**src/sv/hsvrgb_pkg.sv**
```systemverilog
// Shared constants and types for the HSV to RGB pixel converter.
// Depends on nothing; every other file of the block but hsvrgb_rsp_if refers to it by scoped names.
package hsvrgb_pkg;

   localparam int HUE_BITS   = 9;
   localparam int FRAC_BITS  = 6;
   localparam int SECTOR_DEG = 60;

   typedef struct packed {
      logic prod_en;
      logic recip_en;
      logic rem_en;
      logic ceil_en;
   } hsvrgb_stage_en_type;

endpackage

```
**src/sv/hsvrgb_req_if.sv**
```systemverilog
// Request channel carrying one HSV pixel per beat with valid/ready handshake.
// Depends on hsvrgb_pkg for the hue width.
interface hsvrgb_req_if #(
   parameter int CHANNEL_BITS = 8
);

   logic                              valid;
   logic                              ready;
   logic [hsvrgb_pkg::HUE_BITS-1:0]   hue;
   logic [CHANNEL_BITS-1:0]           saturation;
   logic [CHANNEL_BITS-1:0]           brightness;

   modport source (output valid, output hue, output saturation, output brightness,
                   input ready);
   modport sink (input valid, input hue, input saturation, input brightness,
                 output ready);

endinterface

```
**src/sv/hsvrgb_rsp_if.sv**
```systemverilog
// Response channel carrying one RGB pixel per beat with valid/ready handshake.
// Stands alone; the channel width follows CHANNEL_BITS.
interface hsvrgb_rsp_if #(
   parameter int CHANNEL_BITS = 8
);

   logic                    valid;
   logic                    ready;
   logic [CHANNEL_BITS-1:0] red;
   logic [CHANNEL_BITS-1:0] green;
   logic [CHANNEL_BITS-1:0] blue;

   modport source (output valid, output red, output green, output blue, input ready);
   modport sink (input valid, input red, input green, input blue, output ready);

endinterface

```
**src/sv/hsvrgb_frac_ceil.sv**
```systemverilog
// Four-stage unit computing ceil((u*M + w) * k / (60*M)) for M = 2^CHANNEL_BITS - 1.
// The division by sixty uses a constant reciprocal; depends on hsvrgb_pkg.
module hsvrgb_frac_ceil #(
   parameter int CHANNEL_BITS = 8
) (
   input  logic                              clock,
   input  hsvrgb_pkg::hsvrgb_stage_en_type   stage_en,
   input  logic [CHANNEL_BITS-1:0]           quot,
   input  logic [CHANNEL_BITS-1:0]           rem,
   input  logic [hsvrgb_pkg::FRAC_BITS-1:0]  weight,
   output logic [CHANNEL_BITS-1:0]           ceil_out
);

   localparam int N     = CHANNEL_BITS;
   localparam int FB    = hsvrgb_pkg::FRAC_BITS;
   localparam int XB    = N + FB;
   localparam int YB    = XB + 1;
   localparam int SH    = XB + FB;
   localparam int RB    = XB + 1;
   localparam int M_INT = (1 << N) - 1;
   localparam logic [RB-1:0] RECIP =
      RB'(((64'd1 << SH) + 64'(hsvrgb_pkg::SECTOR_DEG) - 64'd1) /
          64'(hsvrgb_pkg::SECTOR_DEG));
   localparam logic [XB-1:0] DEG_X = XB'(hsvrgb_pkg::SECTOR_DEG);
   localparam logic [YB-1:0] LIMIT = YB'(hsvrgb_pkg::SECTOR_DEG * M_INT);

   logic [XB-1:0]    x_ff;
   logic [XB-1:0]    wk_ff;
   logic [XB+RB-1:0] prod_ff;
   logic [XB-1:0]    x_b_ff;
   logic [XB-1:0]    wk_b_ff;
   logic [N-1:0]     a_ff;
   logic [FB-1:0]    c_ff;
   logic [XB-1:0]    wk_c_ff;
   logic [N-1:0]     ceil_ff;

   logic [N-1:0]     a_in;
   logic [XB-1:0]    rem_full;
   logic [YB-1:0]    y_val;
   logic [1:0]       step;
   logic [N:0]       ceil_sum;

   assign a_in     = prod_ff[SH +: N];
   assign rem_full = x_b_ff - XB'(a_in) * DEG_X;

   assign y_val    = (YB'(c_ff) << N) - YB'(c_ff) + YB'(wk_c_ff);
   assign step     = (y_val == '0) ? 2'd0 : ((y_val <= LIMIT) ? 2'd1 : 2'd2);
   assign ceil_sum = {1'b0, a_ff} + (N+1)'(step);

   always_ff @(posedge clock) begin
      if (stage_en.prod_en) begin
         x_ff  <= XB'(quot) * XB'(weight);
         wk_ff <= XB'(rem) * XB'(weight);
      end
      if (stage_en.recip_en) begin
         prod_ff <= (XB+RB)'(x_ff) * (XB+RB)'(RECIP);
         x_b_ff  <= x_ff;
         wk_b_ff <= wk_ff;
      end
      if (stage_en.rem_en) begin
         a_ff    <= a_in;
         c_ff    <= rem_full[FB-1:0];
         wk_c_ff <= wk_b_ff;
      end
      if (stage_en.ceil_en) begin
         ceil_ff <= ceil_sum[N-1:0];
      end
   end

   assign ceil_out = ceil_ff;

endmodule

```
**src/sv/hsv_to_rgb_converter_top.sv**
```systemverilog
// Top level of the HSV to RGB pixel converter: hue split, products, routing and output buffer.
// Depends on hsvrgb_pkg, hsvrgb_req_if, hsvrgb_rsp_if and hsvrgb_frac_ceil.
//
// Usage: HSV pixels arrive on req_chan (hue in degrees, saturation and brightness as
// fractions of full scale) and RGB pixels leave on rsp_chan, one result beat for every
// request beat and in the same order. The block holds no state between pixels.
// Throughput is one pixel per clock cycle while the receiver takes results. The edge that
// accepts a request beat loads the first of six pipeline stages (hue split and V*S
// product, fold by full scale, two small products, reciprocal multiply by 1/60,
// remainder, rounding), and the output register follows the sixth.
// A hue of 360 or more has 360 taken off once.
// Synchronous reset empties the pipeline and the output buffer; nothing else needs it.
// When the receiver stalls, a skid register takes one more result and the pipeline
// closes its bubbles, so req_chan.ready stays high until every stage is full.
module hsv_to_rgb_converter_top #(
   parameter int CHANNEL_BITS = 8
) (
   input logic          clock,
   input logic          reset,
   hsvrgb_req_if.sink   req_chan,
   hsvrgb_rsp_if.source rsp_chan
);

   localparam int N      = CHANNEL_BITS;
   localparam int FB     = hsvrgb_pkg::FRAC_BITS;
   localparam int HB     = hsvrgb_pkg::HUE_BITS;
   localparam int STAGES = 6;
   localparam int M_INT  = (1 << N) - 1;

   localparam logic [HB-1:0] TURN_DEG = HB'(360);
   localparam logic [HB-1:0] DEG_1    = HB'(hsvrgb_pkg::SECTOR_DEG);
   localparam logic [HB-1:0] DEG_2    = HB'(2 * hsvrgb_pkg::SECTOR_DEG);
   localparam logic [HB-1:0] DEG_3    = HB'(3 * hsvrgb_pkg::SECTOR_DEG);
   localparam logic [HB-1:0] DEG_4    = HB'(4 * hsvrgb_pkg::SECTOR_DEG);
   localparam logic [HB-1:0] DEG_5    = HB'(5 * hsvrgb_pkg::SECTOR_DEG);
   localparam logic [FB-1:0] DEG_F    = FB'(hsvrgb_pkg::SECTOR_DEG);
   localparam logic [N:0]    FULL_X   = (N+1)'(M_INT);
   localparam logic [N:0]    FULL_X2  = (N+1)'(2 * M_INT);

   localparam logic [2:0] SEC_RED_YEL = 3'd0;
   localparam logic [2:0] SEC_YEL_GRN = 3'd1;
   localparam logic [2:0] SEC_GRN_CYA = 3'd2;
   localparam logic [2:0] SEC_CYA_BLU = 3'd3;
   localparam logic [2:0] SEC_BLU_MAG = 3'd4;
   localparam logic [2:0] SEC_MAG_RED = 3'd5;

   typedef struct packed {
      logic [N-1:0] bright;
      logic [2:0]   sector;
      logic [N-1:0] ceil_p;
   } carry_type;

   typedef struct packed {
      logic [N-1:0] red;
      logic [N-1:0] green;
      logic [N-1:0] blue;
   } rgb_type;

   logic [STAGES:1] valid_ff;
   logic [STAGES:1] valid_in;
   logic [STAGES:1] stage_en;
   logic            out_valid_ff;
   logic            skid_valid_ff;
   logic            pipe_fire;
   logic            req_fire;

   logic [HB-1:0]   hue_wrap;
   logic [2:0]      sector_in;
   logic [HB-1:0]   base_in;
   logic [HB-1:0]   rem_full;
   logic [FB-1:0]   rem_in;
   logic [2*N-1:0]  vs_in;

   logic [FB-1:0]   s1_rem_ff;
   logic [FB-1:0]   s1_remc_ff;
   logic [2*N-1:0]  s1_vs_ff;
   logic [N-1:0]    s1_bright_ff;
   logic [2:0]      s1_sector_ff;

   logic [N:0]      fold_sum;
   logic [N:0]      u_in;
   logic [N:0]      w_in;
   logic [N:0]      ceil_p_sum;

   logic [N-1:0]    s2_u_ff;
   logic [N-1:0]    s2_w_ff;
   logic [FB-1:0]   s2_rem_ff;
   logic [FB-1:0]   s2_remc_ff;
   carry_type       carry_ff [2:STAGES];

   hsvrgb_pkg::hsvrgb_stage_en_type frac_en;
   logic [N-1:0]    ceil_q;
   logic [N-1:0]    ceil_t;
   logic [N-1:0]    chan_p;
   logic [N-1:0]    chan_q;
   logic [N-1:0]    chan_t;
   logic [N-1:0]    chan_v;
   rgb_type         route;
   rgb_type         out_data_ff;
   rgb_type         skid_data_ff;

   // Stage enables: a stage loads when it is empty or its contents move on.
   always_comb begin
      stage_en[STAGES] = !valid_ff[STAGES] || !skid_valid_ff;
      for (int i = STAGES - 1; i >= 1; i--) begin
         stage_en[i] = !valid_ff[i] || stage_en[i+1];
      end
   end

   assign req_chan.ready = stage_en[1];
   assign req_fire       = req_chan.valid && stage_en[1];
   assign pipe_fire      = valid_ff[STAGES] && !skid_valid_ff;

   always_comb begin
      valid_in = valid_ff;
      if (stage_en[1]) begin
         valid_in[1] = req_fire;
      end
      for (int i = 2; i <= STAGES; i++) begin
         if (stage_en[i]) begin
            valid_in[i] = valid_ff[i-1];
         end
      end
   end

   // Hue split into sector and remainder.
   assign hue_wrap = (req_chan.hue >= TURN_DEG) ? req_chan.hue - TURN_DEG : req_chan.hue;

   always_comb begin
      if (hue_wrap < DEG_1) begin
         sector_in = SEC_RED_YEL;
         base_in   = '0;
      end else if (hue_wrap < DEG_2) begin
         sector_in = SEC_YEL_GRN;
         base_in   = DEG_1;
      end else if (hue_wrap < DEG_3) begin
         sector_in = SEC_GRN_CYA;
         base_in   = DEG_2;
      end else if (hue_wrap < DEG_4) begin
         sector_in = SEC_CYA_BLU;
         base_in   = DEG_3;
      end else if (hue_wrap < DEG_5) begin
         sector_in = SEC_BLU_MAG;
         base_in   = DEG_4;
      end else begin
         sector_in = SEC_MAG_RED;
         base_in   = DEG_5;
      end
   end

   assign rem_full = hue_wrap - base_in;
   assign rem_in   = rem_full[FB-1:0];
   assign vs_in    = (2*N)'(req_chan.saturation) * (2*N)'(req_chan.brightness);

   // Fold V*S by the full scale: V*S = u*M + w with w below M.
   assign fold_sum = {1'b0, s1_vs_ff[2*N-1:N]} + {1'b0, s1_vs_ff[N-1:0]};

   always_comb begin
      if (fold_sum >= FULL_X2) begin
         u_in = {1'b0, s1_vs_ff[2*N-1:N]} + (N+1)'(2);
         w_in = fold_sum - FULL_X2;
      end else if (fold_sum >= FULL_X) begin
         u_in = {1'b0, s1_vs_ff[2*N-1:N]} + (N+1)'(1);
         w_in = fold_sum - FULL_X;
      end else begin
         u_in = {1'b0, s1_vs_ff[2*N-1:N]};
         w_in = fold_sum;
      end
   end

   assign ceil_p_sum = u_in + (N+1)'(w_in != '0);

   always_ff @(posedge clock) begin
      if (stage_en[1]) begin
         s1_rem_ff    <= rem_in;
         s1_remc_ff   <= DEG_F - rem_in;
         s1_vs_ff     <= vs_in;
         s1_bright_ff <= req_chan.brightness;
         s1_sector_ff <= sector_in;
      end
      if (stage_en[2]) begin
         s2_u_ff            <= u_in[N-1:0];
         s2_w_ff            <= w_in[N-1:0];
         s2_rem_ff          <= s1_rem_ff;
         s2_remc_ff         <= s1_remc_ff;
         carry_ff[2].bright <= s1_bright_ff;
         carry_ff[2].sector <= s1_sector_ff;
         carry_ff[2].ceil_p <= ceil_p_sum[N-1:0];
      end
      for (int i = 3; i <= STAGES; i++) begin
         if (stage_en[i]) begin
            carry_ff[i] <= carry_ff[i-1];
         end
      end
   end

   assign frac_en.prod_en  = stage_en[3];
   assign frac_en.recip_en = stage_en[4];
   assign frac_en.rem_en   = stage_en[5];
   assign frac_en.ceil_en  = stage_en[6];

   hsvrgb_frac_ceil #(
      .CHANNEL_BITS (CHANNEL_BITS)
   ) u_frac_q (
      .clock    (clock),
      .stage_en (frac_en),
      .quot     (s2_u_ff),
      .rem      (s2_w_ff),
      .weight   (s2_rem_ff),
      .ceil_out (ceil_q)
   );

   hsvrgb_frac_ceil #(
      .CHANNEL_BITS (CHANNEL_BITS)
   ) u_frac_t (
      .clock    (clock),
      .stage_en (frac_en),
      .quot     (s2_u_ff),
      .rem      (s2_w_ff),
      .weight   (s2_remc_ff),
      .ceil_out (ceil_t)
   );

   // Zero saturation gives zero correction terms, so all channels fall out as V.
   assign chan_v = carry_ff[STAGES].bright;
   assign chan_p = chan_v - carry_ff[STAGES].ceil_p;
   assign chan_q = chan_v - ceil_q;
   assign chan_t = chan_v - ceil_t;

   always_comb begin
      case (carry_ff[STAGES].sector)
         SEC_RED_YEL: begin
            route = '{red: chan_v, green: chan_t, blue: chan_p};
         end
         SEC_YEL_GRN: begin
            route = '{red: chan_q, green: chan_v, blue: chan_p};
         end
         SEC_GRN_CYA: begin
            route = '{red: chan_p, green: chan_v, blue: chan_t};
         end
         SEC_CYA_BLU: begin
            route = '{red: chan_p, green: chan_q, blue: chan_v};
         end
         SEC_BLU_MAG: begin
            route = '{red: chan_t, green: chan_p, blue: chan_v};
         end
         default: begin
            route = '{red: chan_v, green: chan_p, blue: chan_q};
         end
      endcase
   end

   always_ff @(posedge clock) begin
      if (reset) begin
         valid_ff      <= '0;
         out_valid_ff  <= 1'b0;
         skid_valid_ff <= 1'b0;
      end else begin
         valid_ff <= valid_in;
         if (rsp_chan.ready || !out_valid_ff) begin
            out_valid_ff  <= skid_valid_ff || pipe_fire;
            skid_valid_ff <= 1'b0;
         end else if (pipe_fire) begin
            skid_valid_ff <= 1'b1;
         end
      end
   end

   always_ff @(posedge clock) begin
      if (rsp_chan.ready || !out_valid_ff) begin
         out_data_ff <= skid_valid_ff ? skid_data_ff : route;
      end else if (pipe_fire) begin
         skid_data_ff <= route;
      end
   end

   assign rsp_chan.valid = out_valid_ff;
   assign rsp_chan.red   = out_data_ff.red;
   assign rsp_chan.green = out_data_ff.green;
   assign rsp_chan.blue  = out_data_ff.blue;

`ifndef ASSERT_OFF
   a_skid_needs_out : assert property (@(posedge clock) disable iff (reset)
      skid_valid_ff |-> out_valid_ff)
      else $error("Skid register holds a beat while the output register is empty.");

   a_skid_on_stall : assert property (@(posedge clock) disable iff (reset)
      $rose(skid_valid_ff) |-> $past(out_valid_ff && !rsp_chan.ready))
      else $error("Skid register filled without a stalled output beat.");

   a_req_enters : assert property (@(posedge clock) disable iff (reset)
      (req_chan.valid && req_chan.ready) |=> valid_ff[1])
      else $error("Accepted request beat did not reach the first stage.");

   a_reset_empty : assert property (@(posedge clock)
      $past(reset) |-> (!out_valid_ff && !skid_valid_ff && valid_ff == '0))
      else $error("Pipeline not empty after reset.");
`endif

endmodule
```
**src/flat_wrapper.sv**
```systemverilog
// flat-port wrapper written by rule: the top's interface ports become plain ports
module hsv_to_rgb_converter_top_flat 
#(
   parameter int CHANNEL_BITS = 8
)
  (clock, reset, req_chan_valid, req_chan_hue, req_chan_saturation, req_chan_brightness, req_chan_ready, rsp_chan_valid, rsp_chan_red, rsp_chan_green, rsp_chan_blue, rsp_chan_ready);
  hsvrgb_req_if #(.CHANNEL_BITS(CHANNEL_BITS)) req_chan_i ();
  hsvrgb_rsp_if #(.CHANNEL_BITS(CHANNEL_BITS)) rsp_chan_i ();
  input logic clock;
  input logic reset;
  input wire logic [$bits(req_chan_i.valid)-1:0] req_chan_valid;
  input wire logic [$bits(req_chan_i.hue)-1:0] req_chan_hue;
  input wire logic [$bits(req_chan_i.saturation)-1:0] req_chan_saturation;
  input wire logic [$bits(req_chan_i.brightness)-1:0] req_chan_brightness;
  output wire logic [$bits(req_chan_i.ready)-1:0] req_chan_ready;
  output wire logic [$bits(rsp_chan_i.valid)-1:0] rsp_chan_valid;
  output wire logic [$bits(rsp_chan_i.red)-1:0] rsp_chan_red;
  output wire logic [$bits(rsp_chan_i.green)-1:0] rsp_chan_green;
  output wire logic [$bits(rsp_chan_i.blue)-1:0] rsp_chan_blue;
  input wire logic [$bits(rsp_chan_i.ready)-1:0] rsp_chan_ready;
  assign req_chan_i.valid = req_chan_valid;
  assign req_chan_i.hue = req_chan_hue;
  assign req_chan_i.saturation = req_chan_saturation;
  assign req_chan_i.brightness = req_chan_brightness;
  assign req_chan_ready = req_chan_i.ready;
  assign rsp_chan_valid = rsp_chan_i.valid;
  assign rsp_chan_red = rsp_chan_i.red;
  assign rsp_chan_green = rsp_chan_i.green;
  assign rsp_chan_blue = rsp_chan_i.blue;
  assign rsp_chan_i.ready = rsp_chan_ready;
  hsv_to_rgb_converter_top #(.CHANNEL_BITS(CHANNEL_BITS)) u_core (.clock(clock), .reset(reset), .req_chan(req_chan_i), .rsp_chan(rsp_chan_i));
endmodule
```
**config.mk**
```make
export PLATFORM = sky130hd
export DESIGN_NAME = hsv_to_rgb_converter_top_flat
export DESIGN_NICKNAME = d
export VERILOG_FILES = /design/src/sv/hsvrgb_pkg.sv /design/src/sv/hsvrgb_req_if.sv /design/src/sv/hsvrgb_rsp_if.sv /design/src/sv/hsvrgb_frac_ceil.sv /design/src/sv/hsv_to_rgb_converter_top.sv /design/src/flat_wrapper.sv
export SDC_FILE = /design/constraint.sdc
export NUM_CORES = 1
export LEC_CHECK = 0
export BUFFER_PORTS_ARGS = -buffer_cell sky130_fd_sc_hd__buf_2
export CORE_UTILIZATION = 55
export DETAILED_ROUTE_END_ITERATION = 7
export PLACE_DENSITY = 0.84
export REMOVE_ABC_BUFFERS = 1
export SLEW_MARGIN = 20
export SYNTH_ARGS = -nofsm -noshare
export SYNTH_HDL_FRONTEND = slang
export SYNTH_SLANG_ARGS = --single-unit
export TNS_END_PERCENT = 5
```
**constraint.sdc**
```tcl
create_clock -name clock -period 4.67 [get_ports clock]
set_input_delay 0.2335 -clock clock [delete_from_list [all_inputs] [get_ports clock]]
set_output_delay 0.2335 -clock clock [all_outputs]
set_load 0.03 [all_outputs]
```
==> metrics.txt <==
Post-Route WL 58000 um; clock skew around 0.04 ns; Syn-to-layout area delta 12.1%; Initial DRC Count between 1500 and 2000; RePlAce Congestion between 0.9 and 1; min Tclk post-route between 4 and 5 ns; Slew headroom between 30% and 40%; synth unique cells between 80 and 90; Synth Register Bits around 390; clk sinks approximately 390; Clock H-tree levels 2; register area share after synthesis 40.4%; average wire per standard cell between 15 and 20 um; initial antenna violation count 0; yosys warns 0; Row Count 83; outcome finished, final reports clean; Synth Area in Adders a little under a third; fmax 215 MHz; worst-path maximum fanout 3; Antenna diodes 0; Routed Antenna Nets 0; Crit path arrival time between 4 and 5 ns; first-pass GRT wire length 94600 um; Max Cap Viol 0; setup TNS 0 ns; CP Data Required Time ~5 ns; Core ar. 51800 um^2; Post-synth EDFFs 386; input/output buffers 54; GRT Util Overall about 22%; Post-Syn Area 29100 um^2; worst skew pair latency around 0.6 ns; CTS Buffer Depth 3; GRT overflow 0; Slew Limit Fails 0; Compound-Gate Fraction of Synth Area ~8%; die area about 54000 um^2; CTS Buf Count 40; vias in the first global route between 15000 and 20000; initial core utilization a little under three fifths; Post-Synth Simple-Gate Area roughly 9.7%; DRC viols 0; fraction of synthesized cell area in xor and xnor cells ~4.8%; largest family of logic cells by synthesized area adder cells; critical path capture point type flop; CTS root buf clkbuf_16; nets@finish about 3300; period utilisation layout between 90 and 100%; largest net degree at the start of global routing between 70 and 80; Die W approximately 230 um; clock-pin transition on the worst setup and hold timing paths ~0.06 ns; worst slew pin tran between 1 and 1.5 ns; unrepaired setup endpoints after global routing yes; Via density ~5.5; syn_area_per_cell approximately 12 um^2; io pins between 50 and 60; drt pass-1 iters 6; Via Count approximately 19000; share of cells above drive strength 1 around an eighth; DPL Wire Length ~43000 um; asr flop ratio synth 0%; Post-Synthesis Cells ~2500; Setup CP Type reg -> reg; post-synthesis mux area share under 10%; Die H 232 um; Worst R2R Setup Slack about 0.0085 ns; Worst setup SP type flop; top_reg_cell synth edfxtp_1; TritonCTS clock tree yes; Fill cells around 3600; hold crit path type in -> reg; count of final setup violators 0; Hold Fails Final Rpt 0
-- worst max-delay path, cell delays in order, from the launching register on --
cell and delay, ns:
edfxtp_1 0.43, buf_4 0.17, ha_1 0.17, inv_1 0.07, fa_1 0.45, fa_1 0.48
fa_1 0.51, inv_1 0.07, ha_4 0.26, ha_4 0.24, a21o_1 0.16, a21oi_1 0.15
nor2b_1 0.06, a2111o_1 0.42, nand3_2 0.11, a21boi_0 0.13, o21a_1 0.26, o21ai_2 0.17
xnor2_1 0.09
-- kinds of logic (layout without fill, tap and decap cells) --
group,Yosys count,in the layout
muxes,43,43
AOI/OAI and AO/OA,352,352
adders and majority gates,586,586
DFF,394,394
and+or+nand+nor,561,561
buffers and inverters,435,633
xor gates and xnor gates,158,158
-- synth_stat cells (all sizes together) (7+ instances only) --
cell / instances / area (um^2)
mux2: 31 / 349
a31oi: 15 / 93.8
xor2: 42 / 375
nand4: 13 / 81.3
nor3: 21 / 116
nand2b: 12 / 75.1
mux2i: 12 / 120
o21ai: 100 / 508
nand2: 206 / 773
o21a: 16 / 120
or2: 7 / 43.8
a21o: 35 / 263
dfxtp: 8 / 160
edfxtp: 386 / 11600
a21oi: 94 / 474
buf: 9 / 42.5
nor2b: 35 / 219
clkbuf: 48 / 180
ha: 399 / 4990
or3: 7 / 43.8
fa: 187 / 3740
inv: 378 / 1420
a21boi: 12 / 90.1
o31ai: 8 / 70.1
nor2: 78 / 293
xnor2: 116 / 1020
and3: 15 / 93.8
o21bai: 13 / 109
nand3: 17 / 97.6
and2: 128 / 801
-- registers in the layout, indices dropped and copies added (netlist names), 8 cells and up --
signal	cells
u_core.rsp_chan.blue	8
u_core.u_frac_q.ceil_out	8
u_core.carry_ff	95
u_core.u_frac_t.wk_c_ff	14
u_core.s2_w_ff	8
u_core.u_frac_q.a_ff	8
u_core.s1_bright_ff	8
u_core.u_frac_q.x_ff	13
u_core.s2_u_ff	8
u_core.u_frac_t.a_ff	8
u_core.rsp_chan.red	8
u_core.u_frac_t.wk_b_ff	14
u_core.u_frac_q.wk_c_ff	13
u_core.u_frac_q.prod_ff	9
u_core.u_frac_q.wk_b_ff	13
u_core.s1_vs_ff	16
u_core.u_frac_t.ceil_out	8
u_core.u_frac_t.prod_ff	10
u_core.u_frac_q.wk_ff	13
u_core.u_frac_t.x_ff	14
u_core.u_frac_t.wk_ff	14
u_core.rsp_chan.green	8
u_core.skid_data_ff	24
-- layout by cell type, fill, tap and decap left out, types with 41 or more instances in the layout --
cell type  instances
a21oi_1           80
and2_1           125
buf_2             54
buf_4            116
edfxtp_1         386
fa_1             183
ha_1             386
inv_1            374
nand2_1          204
nor2_1            76
o21ai_0           81
xnor2_1          112
xor2_1            41
-- layer usage --
| layer | share of wire [%] | GRT usage, % | vias up |
|---|---|---|---|
| li1 | - | - | 9006 |
| met1 | 40 | 26.0 | 9152 |
| met3 | 5.0 | 3.17 | 164 |
| met4 | 3.9 | 8.33 | 0 |
| met2 | 51 | 39.9 | 561 |
| met5 | 0 | 0 | - |
-- worst paths after layout --
kind,startpoint,endpoint,cells past startpoint
min,req_chan_saturation[0],u_core.s1_vs_ff[0]$_DFFE_PN_,2
min reg2reg,u_core.s1_remc_ff[3]$_DFFE_PN_,u_core.s2_remc_ff[3]$_DFFE_PP_,0
max,u_core.u_frac_t.x_ff[11]$_DFFE_PP_,u_core.u_frac_t.prod_ff[27]$_DFFE_PP_,18
max reg2reg,u_core.u_frac_t.x_ff[11]$_DFFE_PP_,u_core.u_frac_t.prod_ff[27]$_DFFE_PP_,18
-- stage by stage --
step           setup WS [ns]  hold WS [ns]  util (%)  instances  cell area, um^2
2_1_floorplan         -0.345         0.303         -       2472            28900
3_3_place_gp          -0.125         0.401      58.9       3276            30500
3_5_place_dp          -0.200         0.405      58.9       3276            30500
4_1_cts              -0.0320        0.0473      61.8       3361            32000
5_1_grt               -0.134        0.0897      63.0       3407            32600
6_report             0.00851        0.0948      63.0       3407            32600
-- repair_timing --
item | in CTS | in global routing
gates resized for setup | 7 | 68
endpoints found under the setup margin | 8 | 35
hold buffers | 13 | 0
pin swaps | 3 | 31
hold endpoints to repair | 18 | 0
buffers inserted | 1 | 46
-- final cells by class --
type	instances	area (um^2)	share of cell area, %
Multi-Input combinational cell	1700	16000	49.1
Clock inverter	25	294	0.901
Inverter	378	1420	4.35
Sequential cell	394	11800	36.0
Timing Repair Buffer	184	1280	3.92
Tap cell	680	851	2.61
Clock buffer	46	1020	3.14
Power is not shown: default switching activity piles up to over one toggle a cycle in this logic, so the estimate is an artifact.
